===== src/cdce_pkg.sv =====
// ----------------------------------------------------------------------------
// cdce_pkg
// Shared types and constants for the command dedup cache: operation and
// status codes, sequencer states and default sizing.
// ----------------------------------------------------------------------------
package cdce_pkg;

    // Default sizing
    localparam int CDCE_ENTRIES     = 16;
    localparam int CDCE_DIGEST_BITS = 64;
    localparam int CDCE_RESULT_MAX  = 256;

    // Fixed field widths
    localparam int OP_W      = 3;
    localparam int TOKEN_W   = 64;
    localparam int CMD_W     = 16;
    localparam int DIGIN_W   = 64;
    localparam int TIME_W    = 64;
    localparam int EIDX_W    = 8;
    localparam int SIZE_W    = 10;
    localparam int STATUS_W  = 3;
    localparam int HIT_W     = 4;
    localparam int SSIZE_W   = 9;
    localparam int LIFE_W    = 27;

    localparam logic [LIFE_W-1:0] LIFETIME_RESET = 27'd60000;

    // Operation codes
    localparam logic [OP_W-1:0] OP_ADMIT  = 3'd0;
    localparam logic [OP_W-1:0] OP_LOOKUP = 3'd1;
    localparam logic [OP_W-1:0] OP_ACK    = 3'd2;
    localparam logic [OP_W-1:0] OP_RECORD = 3'd3;
    localparam logic [OP_W-1:0] OP_EXPIRE = 3'd4;

    // Status codes
    localparam logic [STATUS_W-1:0] STAT_OK       = 3'd0;
    localparam logic [STATUS_W-1:0] STAT_DUP      = 3'd1;
    localparam logic [STATUS_W-1:0] STAT_MISMATCH = 3'd2;
    localparam logic [STATUS_W-1:0] STAT_BUSY     = 3'd3;
    localparam logic [STATUS_W-1:0] STAT_STALE    = 3'd4;
    localparam logic [STATUS_W-1:0] STAT_INVALID  = 3'd5;

    // Sequencer states
    typedef enum logic [2:0] {
        S_IDLE,
        S_CALC,
        S_SCAN,
        S_FIN,
        S_SEND
    } t_state;

endpackage


===== src/command_dedup_cache_with_expiry.sv =====
// ----------------------------------------------------------------------------
// command_dedup_cache_with_expiry
// Table of recent command requests keyed by nonzero token, with expiry,
// for duplicate suppression.
// ----------------------------------------------------------------------------
// One command word is taken at a time. After acceptance the block first
// forms the renewed expiry time (now plus lifetime, saturating) in the calc
// state, then admit, lookup and expire-all walk the table one slot per cycle
// through a single shared expiry comparator and token/digest matcher, with
// admit and lookup stopping early on a token match; the final step then
// applies the table update and forms the result word, and the send state
// loads it into the output register. The walk is made only for admit and
// lookup with a nonzero token and for expire-all; everything else goes from
// the calc state straight to the final step. Ready comes back in the same
// cycle as the result word, so a new command word is taken only after the
// previous one is through; the send state waits while the output register
// still holds a result word that has not been taken.
// The table is empty after reset with no clearing pass. Mark acknowledged
// only reports whether the slot holds a valid entry, without an expiry test.
// The lifetime register may be written at any cycle while no command word
// is in flight.
module command_dedup_cache_with_expiry
    import cdce_pkg::*;
#(
    parameter int ENTRIES     = CDCE_ENTRIES,
    parameter int DIGEST_BITS = CDCE_DIGEST_BITS,
    parameter int RESULT_MAX  = CDCE_RESULT_MAX
) (
    input  logic                i_clk,
    input  logic                i_rst_n,
    // configuration
    input  logic                i_cfg_we,
    input  logic [LIFE_W-1:0]   i_cfg_data,
    // command channel
    input  logic                i_valid,
    output logic                o_ready,
    input  logic [OP_W-1:0]     i_op,
    input  logic [TOKEN_W-1:0]  i_request_token,
    input  logic [CMD_W-1:0]    i_command_id,
    input  logic [DIGIN_W-1:0]  i_arg_digest,
    input  logic [TIME_W-1:0]   i_now_ms,
    input  logic [EIDX_W-1:0]   i_entry_index,
    input  logic [SIZE_W-1:0]   i_result_size,
    // result channel
    output logic                o_valid,
    input  logic                i_ready,
    output logic [STATUS_W-1:0] o_status,
    output logic [HIT_W-1:0]    o_hit_index,
    output logic                o_has_result,
    output logic [SSIZE_W-1:0]  o_stored_size
);

    localparam int IDX_W = (ENTRIES > 1) ? $clog2(ENTRIES) : 1;
    localparam int LEN_W = $clog2(RESULT_MAX + 1);
    localparam logic [IDX_W-1:0] LAST_IDX = IDX_W'(ENTRIES - 1);

    // Table storage
    logic [ENTRIES-1:0]     r_valid;
    logic [ENTRIES-1:0]     r_terminal;
    logic [TOKEN_W-1:0]     r_token_tab  [ENTRIES];
    logic [CMD_W-1:0]       r_cmd_tab    [ENTRIES];
    logic [DIGEST_BITS-1:0] r_dig_tab    [ENTRIES];
    logic [TIME_W-1:0]      r_exp_tab    [ENTRIES];
    logic [LEN_W-1:0]       r_len_tab    [ENTRIES];

    // Control and captured command
    t_state                 r_state, n_state;
    logic [LIFE_W-1:0]      r_lifetime;
    logic [OP_W-1:0]        r_op;
    logic [TOKEN_W-1:0]     r_token;
    logic [CMD_W-1:0]       r_cmd;
    logic [DIGEST_BITS-1:0] r_dig;
    logic [TIME_W-1:0]      r_now;
    logic [EIDX_W-1:0]      r_tgt;
    logic [SIZE_W-1:0]      r_size;
    logic [TIME_W-1:0]      r_exp_new;
    logic [IDX_W-1:0]       r_idx;
    logic                   r_match;
    logic                   r_mis;
    logic [IDX_W-1:0]       r_hit;
    logic                   r_has;
    logic [LEN_W-1:0]       r_len;
    logic                   r_free_found;
    logic [IDX_W-1:0]       r_free;

    // Result word held for the send state and output register
    logic [STATUS_W-1:0]    r_res_status;
    logic [HIT_W-1:0]       r_res_hit;
    logic                   r_res_has;
    logic [SSIZE_W-1:0]     r_res_size;
    logic                   r_o_valid;
    logic [STATUS_W-1:0]    r_o_status;
    logic [HIT_W-1:0]       r_o_hit;
    logic                   r_o_has;
    logic [SSIZE_W-1:0]     r_o_size;

    // State decodes
    logic w_accept, w_calc, w_scan, w_fin, w_load;
    logic w_in_ready;

    // Shared comparator and matcher
    logic [IDX_W-1:0]  w_cmp_idx;
    logic              w_expired;
    logic              w_live;
    logic              w_tok_eq;
    logic              w_same;
    logic              w_scan_match;
    logic              w_scan_last;
    logic [TIME_W:0]   w_sum;
    logic              w_is_scan_op;

    // Final-step decisions
    logic [STATUS_W-1:0] w_status;
    logic [IDX_W-1:0]    w_hit_slot;
    logic                w_hit_en;
    logic                w_has;
    logic [LEN_W-1:0]    w_len;
    logic                w_ins_en;
    logic                w_rec_en;
    logic                w_kill_en;
    logic                w_tgt_ok;
    logic                w_size_ok;
    logic [IDX_W-1:0]    w_tgt;
    logic [7:0]          w_hit8;
    logic [SIZE_W-1:0]   w_len10;

    // Next state
    always_comb begin
        n_state = r_state;
        unique case (r_state)
            S_IDLE: begin
                if (i_valid) n_state = S_CALC;
            end
            S_CALC: begin
                n_state = w_is_scan_op ? S_SCAN : S_FIN;
            end
            S_SCAN: begin
                if (w_scan_match || w_scan_last) n_state = S_FIN;
            end
            S_FIN: begin
                n_state = S_SEND;
            end
            S_SEND: begin
                if (!r_o_valid || i_ready) n_state = S_IDLE;
            end
            default: n_state = S_IDLE;
        endcase
    end

    // State outputs
    always_comb begin
        w_in_ready = 1'b0;
        w_calc     = 1'b0;
        w_scan     = 1'b0;
        w_fin      = 1'b0;
        w_load     = 1'b0;
        unique case (r_state)
            S_IDLE: w_in_ready = 1'b1;
            S_CALC: w_calc     = 1'b1;
            S_SCAN: w_scan     = 1'b1;
            S_FIN:  w_fin      = 1'b1;
            S_SEND: w_load     = !r_o_valid || i_ready;
            default: w_in_ready = 1'b0;
        endcase
    end

    assign w_accept = i_valid && w_in_ready;
    assign o_ready  = w_in_ready;

    // Walk only for admit and lookup with a nonzero token, and for expire all
    assign w_is_scan_op = ((r_op == OP_ADMIT || r_op == OP_LOOKUP) && (r_token != '0))
                          || (r_op == OP_EXPIRE);

    // Renewed expiry, saturating at the top of the time range
    assign w_sum = {1'b0, r_now} + (TIME_W + 1)'(r_lifetime);

    // Shared expiry compare and key match on the selected slot
    assign w_tgt     = r_tgt[IDX_W-1:0];
    assign w_cmp_idx = w_scan ? r_idx : w_tgt;
    assign w_expired = r_valid[w_cmp_idx] && (r_exp_tab[w_cmp_idx] <= r_now);
    assign w_live    = r_valid[w_cmp_idx] && !w_expired;
    assign w_tok_eq  = (r_token_tab[w_cmp_idx] == r_token);
    assign w_same    = (r_cmd_tab[w_cmp_idx] == r_cmd) && (r_dig_tab[w_cmp_idx] == r_dig);
    assign w_scan_match = w_live && w_tok_eq && (r_op != OP_EXPIRE);
    assign w_scan_last  = (r_idx == LAST_IDX);

    // Range checks for the slot-addressed operations
    assign w_tgt_ok  = ({1'b0, r_tgt} < (EIDX_W + 1)'(ENTRIES));
    assign w_size_ok = (r_size != '0) && (r_size <= SIZE_W'(RESULT_MAX));

    // Decide the answer and the table update of the final step
    always_comb begin
        w_status   = STAT_INVALID;
        w_hit_slot = r_hit;
        w_hit_en   = 1'b0;
        w_has      = 1'b0;
        w_len      = '0;
        w_ins_en   = 1'b0;
        w_rec_en   = 1'b0;
        w_kill_en  = 1'b0;
        case (r_op)
            OP_ADMIT: begin
                if (r_token != '0) begin
                    if (r_match) begin
                        w_status = r_mis ? STAT_MISMATCH : STAT_DUP;
                        w_hit_en = 1'b1;
                    end else if (r_free_found) begin
                        w_status   = STAT_OK;
                        w_hit_slot = r_free;
                        w_hit_en   = 1'b1;
                        w_ins_en   = 1'b1;
                    end else begin
                        w_status = STAT_BUSY;
                    end
                end
            end
            OP_LOOKUP: begin
                if (r_token != '0) begin
                    if (r_match) begin
                        w_status = r_mis ? STAT_MISMATCH : STAT_DUP;
                        w_hit_en = 1'b1;
                        w_has    = r_has;
                        w_len    = r_has ? r_len : '0;
                    end else begin
                        w_status = STAT_STALE;
                    end
                end
            end
            OP_ACK: begin
                if (w_tgt_ok) begin
                    w_status = r_valid[w_tgt] ? STAT_OK : STAT_STALE;
                end
            end
            OP_RECORD: begin
                if (w_tgt_ok && w_size_ok) begin
                    if (w_live) begin
                        w_status = STAT_OK;
                        w_rec_en = 1'b1;
                    end else begin
                        w_status  = STAT_STALE;
                        w_kill_en = 1'b1;
                    end
                end
            end
            OP_EXPIRE: begin
                w_status = STAT_OK;
            end
            default: begin
                w_status = STAT_INVALID;
            end
        endcase
    end

    assign w_hit8  = 8'(w_hit_slot);
    assign w_len10 = SIZE_W'(w_len);

    // Control: sequencer, valid bits, walk index, output handshake
    always_ff @(posedge i_clk) begin
        if (!i_rst_n) begin
            r_state    <= S_IDLE;
            r_lifetime <= LIFETIME_RESET;
            r_valid    <= '0;
            r_o_valid  <= 1'b0;
        end else begin
            r_state <= n_state;
            if (i_cfg_we) r_lifetime <= i_cfg_data;
            // drop expired slots as the walk passes them
            if (w_scan && w_expired) r_valid[r_idx] <= 1'b0;
            if (w_fin && w_ins_en) r_valid[r_free] <= 1'b1;
            if (w_fin && w_kill_en) r_valid[w_tgt] <= 1'b0;
            if (w_load) begin
                r_o_valid <= 1'b1;
            end else if (i_ready) begin
                r_o_valid <= 1'b0;
            end
        end
    end

    // Datapath: captured command, walk bookkeeping, table payload, results
    always_ff @(posedge i_clk) begin
        if (w_accept) begin
            r_op     <= i_op;
            r_token  <= i_request_token;
            r_cmd    <= i_command_id;
            r_dig    <= i_arg_digest[DIGEST_BITS-1:0];
            r_now    <= i_now_ms;
            r_tgt    <= i_entry_index;
            r_size   <= i_result_size;
        end
        // form renewed expiry and reset walk bookkeeping
        if (w_calc) begin
            r_exp_new    <= w_sum[TIME_W] ? '1 : w_sum[TIME_W-1:0];
            r_idx        <= '0;
            r_match      <= 1'b0;
            r_free_found <= 1'b0;
        end
        // advance the walk, note first free slot and any match
        if (w_scan) begin
            if (!w_scan_last) r_idx <= r_idx + 1'b1;
            if (!w_live && !r_free_found) begin
                r_free_found <= 1'b1;
                r_free       <= r_idx;
            end
            if (w_scan_match) begin
                r_match <= 1'b1;
                r_mis   <= !w_same;
                r_hit   <= r_idx;
                r_has   <= w_same && r_terminal[r_idx];
                r_len   <= r_len_tab[r_idx];
            end
        end
        // apply insert or result record
        if (w_fin && w_ins_en) begin
            r_token_tab[r_free] <= r_token;
            r_cmd_tab[r_free]   <= r_cmd;
            r_dig_tab[r_free]   <= r_dig;
            r_exp_tab[r_free]   <= r_exp_new;
            r_len_tab[r_free]   <= '0;
            r_terminal[r_free]  <= 1'b0;
        end
        if (w_fin && w_rec_en) begin
            r_len_tab[w_tgt]  <= LEN_W'(r_size);
            r_terminal[w_tgt] <= 1'b1;
            r_exp_tab[w_tgt]  <= r_exp_new;
        end
        if (w_fin) begin
            r_res_status <= w_status;
            r_res_hit    <= w_hit_en ? w_hit8[HIT_W-1:0] : '0;
            r_res_has    <= w_has;
            r_res_size   <= w_len10[SSIZE_W-1:0];
        end
        // hold the result word until taken
        if (w_load) begin
            r_o_status <= r_res_status;
            r_o_hit    <= r_res_hit;
            r_o_has    <= r_res_has;
            r_o_size   <= r_res_size;
        end
    end

    assign o_valid       = r_o_valid;
    assign o_status      = r_o_status;
    assign o_hit_index   = r_o_hit;
    assign o_has_result  = r_o_has;
    assign o_stored_size = r_o_size;

endmodule


===== config.mk =====
export PLATFORM = sky130hd
export DESIGN_NAME = command_dedup_cache_with_expiry
export DESIGN_NICKNAME = d
export VERILOG_FILES = /design/src/cdce_pkg.sv /design/src/command_dedup_cache_with_expiry.sv
export SDC_FILE = /design/constraint.sdc
export NUM_CORES = 2
export LEC_CHECK = 0
export BUFFER_PORTS_ARGS = -buffer_cell sky130_fd_sc_hd__buf_2
export CAP_MARGIN = 20
export CORE_AREA = 2 2 653 460
export DETAILED_ROUTE_END_ITERATION = 16
export DIE_AREA = 0 0 655 462
export PLACE_DENSITY = 0.71
export SLEW_MARGIN = 20
export SYNTH_ARGS = -nofsm -noshare
export SYNTH_HDL_FRONTEND = slang
export SYNTH_SLANG_ARGS = --single-unit

===== constraint.sdc =====
create_clock -name i_clk -period 18.3 [get_ports i_clk]
set_input_delay 1.83 -clock i_clk [delete_from_list [all_inputs] [get_ports i_clk]]
set_output_delay 1.83 -clock i_clk [all_outputs]
set_load 0.02 [all_outputs]

==> impl_results.rst <==
.. list-table::
   :header-rows: 1

   * - Metric
     - Value
   * - Commonest cells post-synth
     - sky130_fd_sc_hd__edfxtp_1 (3818), sky130_fd_sc_hd__nand2_1 (2014), sky130_fd_sc_hd__nand3_1 (1060)
   * - Clock network latency to the later pin of the worst-skew pair
     - ~0.93 ns
   * - Die area
     - around 300000 um^2
   * - Horizontal extent of the die
     - roughly 660 um
   * - Post-cts gate resize count
     - 0
   * - Proportion of synthesized flip-flops having asynchronous set or reset
     - 0
   * - Synth area leaders
     - sky130_fd_sc_hd__edfxtp_1 (71%), sky130_fd_sc_hd__nand2_1 (4.7%), sky130_fd_sc_hd__mux2i_1 (3.9%), sky130_fd_sc_hd__nand3_1 (3.3%), sky130_fd_sc_hd__mux4_2 (2.9%)
   * - Period utilization
     - 0.5947
   * - Count of final setup violators
     - 0
   * - Delay of the slowest cell on the worst path
     - between 1 and 1.5 ns
   * - Warning count from the yosys run
     - 0
   * - Clk sinks
     - just under 4000
   * - Number of search-and-repair iterations in the first detailed-routing pass
     - 6
   * - Mean instance size in the synthesized netlist
     - 14.46 um^2
   * - Maximum clock skew at final layout
     - approximately 0.064 ns
   * - Classification of the worst-slack hold path
     - reg -> reg
   * - Maximum number of pins on one net before global-route repair
     - roughly 180
   * - Cell type with the largest total area after synthesis
     - sky130_fd_sc_hd__edfxtp_1
   * - Final hold viol count
     - 0
   * - Remaining number of nets flagged by the antenna check after routing
     - 0
   * - Depth of the most critical reg-to-reg path
     - 23
   * - Detailed-route vias per instance
     - 6.524
   * - Category of the most critical setup path
     - reg -> reg
   * - CTS H-Tree Depth
     - 5
   * - Initial cell density of the core
     - 0.5462
   * - Buf+Inv Stages, Crit Path
     - 4
   * - Worst Setup Start Kind
     - flop
   * - Height of the die
     - approximately 460 um
   * - Achievable frequency
     - slightly above 0.09 GHz
   * - Total congestion overflow after global routing
     - 0
   * - Ratio of cells with drive above 1 in the final layout
     - 0.1160
   * - Cts hold-fix bufs
     - 0
   * - Routability cong.
     - just under 0.9
   * - Detailed placement HPWL
     - around 240000 um
   * - Main synth FF type
     - sky130_fd_sc_hd__edfxtp_1
   * - Net count after synthesis
     - approximately 12000
   * - Portion of the post-synthesis area used by sequential elements
     - 0.7147
   * - Worst path required time
     - ~19 ns
   * - Maximum fanout count along the critical path
     - 180
   * - Io pins
     - 280
   * - Standard cell core area
     - 297200 um^2
   * - Maximum Capacitance Violations
     - 0
   * - Critical-path top delay cell
     - sky130_fd_sc_hd__and4bb_4
   * - R2R Path Start
     - r_idx[0]$_DFF_P_
   * - VDD IR-drop max
     - between 0.1 and 0.15 mV
   * - Fin crit period
     - between 10 and 15 ns
   * - Clock-pin transition on the worst setup and hold timing paths
     - approximately 0.060 ns
   * - Yosys reg bits
     - 3887
   * - Area grow syn2layout
     - 10.34%
   * - Number of antenna violations at the first check in global routing
     - 20
   * - Number of global-route vias before repair
     - around 100000
   * - Bufs on Longest Clock Path
     - 4
   * - Worst relative slew slack
     - 0.2110
   * - PortBufs
     - around 280
   * - Total routed wirelength
     - between 400000 and 500000 um
   * - Cells after Synth
     - 11230
   * - Leakage
     - ~62 nW
   * - Register-to-register path setup slack
     - roughly 7.4 ns
   * - Most frequently used cell type in the post-synthesis netlist
     - sky130_fd_sc_hd__edfxtp_1
   * - Total Power
     - 0.02518 W
   * - Violation count after the first detailed-route iteration
     - 15180
   * - Final-report max-slew violation count
     - 0
   * - Total power density per cell area
     - about 140 nW/um^2
   * - Number of nets in the finished design
     - 11690
   * - End point of the critical path
     - r_exp_tab[7][60]$_DFFE_PP_
   * - Total stage count of the critical path
     - 23
   * - DRC violation count after routing
     - 0
   * - Cells along the critical path
     - and4bb_4, a21o_4, buf_12, buf_4, nand2_1, nand3_1, and3_1, a311oi_1, a31oi_1, ha_1, nand4_1, nor4_1, nand2_1, nor3_1, nand4_1, o211ai_1, and3_1, and2_1, nor3b_1, o21ai_0, o31ai_4, buf_4, buf_4
   * - Run status
     - finished, final reports clean
   * - Setup Fix Bufs, Post-CTS
     - 0
   * - Worst Tran Pin Value
     - 1.174 ns
   * - Worst Setup End Kind
     - flop
   * - Distinct cell type count of the synthesized netlist
     - a little over 90
   * - Clk Tree Root Cell
     - sky130_fd_sc_hd__clkbuf_16
   * - Global-route wire length before repair
     - ~660000 um
   * - Launching element of the worst setup path
     - r_idx[0]$_DFF_P_
   * - Cts bufs inserted
     - 364
   * - Summed instance area of the synthesized netlist
     - approximately 160000 um^2
   * - Combined global-route utilization of all metal layers
     - 0.2939
   * - Setup repair after global routing missed its margin
     - no
   * - Hold Slack
     - approximately 0.42 ns
   * - CTS tree
     - done
   * - Most used cell, CP
     - sky130_fd_sc_hd__buf_4
   * - Site Rows
     - around 170
   * - Endpoint of the most critical register-to-register path
     - r_exp_tab[7][60]$_DFFE_PP_
   * - Via count
     - 101900
   * - Number of enable-type register cells in the synthesized netlist
     - between 3000 and 4000
   * - Top cell type's share of synthesized area
     - 0.7062
   * - Total Neg Setup Slack
     - 0 ns
   * - Gate family responsible for the most delay along the worst path
     - simple AND/OR/NAND/NOR gates
   * - Data arrival, critical path
     - 11.38 ns
   * - Final routed wire length divided by cell count
     - 28.97 um
[per-stage QoR]
stage                     area [um^2]  instances  worst slack (ns)    util
after floorplan                162300      11230             6.817       -
after global placement         167300      14960             8.004  0.5628
after detailed placement       167300      14970             7.652  0.5628
after CTS                      179100      15620             7.598  0.6026
after global routing           179100      15620             6.753  0.6027
final                          179100      15630             7.416  0.6027
[metal layers]
metal / track usage / wire [um]
met4: 0.1142 / 18180
met2: 0.4392 / 200800
met3: 0.05675 / 52100
met5: 0 / 90
met1: 0.4298 / 181600
[worst register-to-register path, cell delays in order (launching register included)]
cell and delay [ns]:
sky130_fd_sc_hd__dfxtp_4 0.87, sky130_fd_sc_hd__and4bb_4 1.03, sky130_fd_sc_hd__a21o_4 0.64, sky130_fd_sc_hd__buf_12 0.62
sky130_fd_sc_hd__buf_4 0.94, sky130_fd_sc_hd__nand2_1 0.19, sky130_fd_sc_hd__nand3_1 0.11, sky130_fd_sc_hd__and3_1 0.18
sky130_fd_sc_hd__a311oi_1 0.07, sky130_fd_sc_hd__a31oi_1 0.31, sky130_fd_sc_hd__ha_1 0.20, sky130_fd_sc_hd__nand4_1 0.14
sky130_fd_sc_hd__nor4_1 0.61, sky130_fd_sc_hd__nand2_1 0.17, sky130_fd_sc_hd__nor3_1 0.18, sky130_fd_sc_hd__nand4_1 0.15
sky130_fd_sc_hd__o211ai_1 0.31, sky130_fd_sc_hd__and3_1 0.67, sky130_fd_sc_hd__and2_1 0.45, sky130_fd_sc_hd__nor3b_1 0.66
sky130_fd_sc_hd__o21ai_0 0.37, sky130_fd_sc_hd__o31ai_4 0.12, sky130_fd_sc_hd__buf_4 0.56, sky130_fd_sc_hd__buf_4 0.83
[cells in the final DEF (no fill, tap or decap), types with 26 or more instances in the layout]
master and instances:
sky130_fd_sc_hd__edfxtp_1 3818, sky130_fd_sc_hd__nand2_1 2014, sky130_fd_sc_hd__nand3_1 1059, sky130_fd_sc_hd__mux2i_1 629
sky130_fd_sc_hd__a211oi_1 538, sky130_fd_sc_hd__clkbuf_16 373, sky130_fd_sc_hd__buf_2 280, sky130_fd_sc_hd__inv_1 260
sky130_fd_sc_hd__mux4_2 207, sky130_fd_sc_hd__buf_4 193, sky130_fd_sc_hd__a311oi_1 165, sky130_fd_sc_hd__a31oi_1 161
sky130_fd_sc_hd__o21ai_0 130, sky130_fd_sc_hd__a21oi_1 129, sky130_fd_sc_hd__and3_1 114, sky130_fd_sc_hd__nor2_1 109
sky130_fd_sc_hd__ha_1 95, sky130_fd_sc_hd__clkbuf_1 71, sky130_fd_sc_hd__nor3_1 70, sky130_fd_sc_hd__nand4_1 68
sky130_fd_sc_hd__clkinv_2 68, sky130_fd_sc_hd__dfxtp_1 67, sky130_fd_sc_hd__clkinv_1 65, sky130_fd_sc_hd__xor2_1 58
sky130_fd_sc_hd__o211ai_1 53, sky130_fd_sc_hd__xnor2_1 49, sky130_fd_sc_hd__o211a_1 49, sky130_fd_sc_hd__nor4_1 44
sky130_fd_sc_hd__and2_1 43, sky130_fd_sc_hd__mux2_2 40, sky130_fd_sc_hd__bufinv_16 39, sky130_fd_sc_hd__a221oi_1 37
sky130_fd_sc_hd__or4_1 35, sky130_fd_sc_hd__a21o_1 35, sky130_fd_sc_hd__or3_1 27, sky130_fd_sc_hd__a32oi_1 27
sky130_fd_sc_hd__nand2b_1 26
[how the worst min path moves through the flow]
stage / cells after the start / slack (ns) / end / startpoint
global placement: 0 / 0.40 / o_stored_size[4]$_DFFE_PP_ / r_res_size[4]$_SDFFCE_PN0N_
detailed placement: 0 / 0.40 / o_hit_index[2]$_DFFE_PP_ / r_res_hit[2]$_SDFFCE_PN0N_
CTS: 0 / 0.42 / o_hit_index[2]$_DFFE_PP_ / r_res_hit[2]$_SDFFCE_PN0N_
finish: 0 / 0.42 / o_stored_size[3]$_DFFE_PP_ / r_res_size[3]$_SDFFCE_PN0N_
global route: 0 / 0.43 / o_stored_size[5]$_DFFE_PP_ / r_res_size[5]$_SDFFCE_PN0N_
floorplan: 0 / 0.40 / o_has_result$_DFFE_PP_ / r_res_has$_SDFFCE_PN0N_
[kinds of logic (layout without fill, tap and decap cells)]
kind of cell	after synthesis	in the layout	synth area share
fa+ha+maj	96	96	0.007445
simple gates	3681	3681	0.1014
other cells	0	7	0
mux	876	876	0.07027
compound gates	1550	1550	0.07052
xor+xnor	107	107	0.005773
buf+inv	1028	1428	0.02986
flops	3887	3887	0.7147
[report_power, final]
group | total [W] | switching [W] | internal, W | leakage, nW
combinational | 0.00658 | 0.00447 | 0.00211 | 20.5
sequential | 0.0110 | 0.000563 | 0.0104 | 35.4
clock | 0.00762 | 0.00329 | 0.00433 | 5.77
[area by class of cell]
class / instances / area, um^2
flip-flops and latches: 3887 / 116000
multi-input cells: 6310 / 41870
clock buffers: 454 / 9738
well taps: 3995 / 4999
repair buffers: 493 / 3233
clock inverters: 201 / 2068
inverters: 280 / 1172
diodes: 7 / 17.52
fillers: 21790 / 118100
[registers in the layout, indices dropped and copies added, names as in the netlist, 9 cells and up]
register and count:
r_terminal 16, r_cmd 16, r_valid 16, r_dig 64
r_lifetime 27, r_size 10, r_now 64, r_len_tab 144
r_res_size 9, r_len 9, r_dig_tab 1024, r_exp_new 64
r_cmd_tab 256, o_stored_size 9, r_exp_tab 1024, r_token 64
r_token_tab 1024
Note: power is estimated with default switching activity, not from simulation.
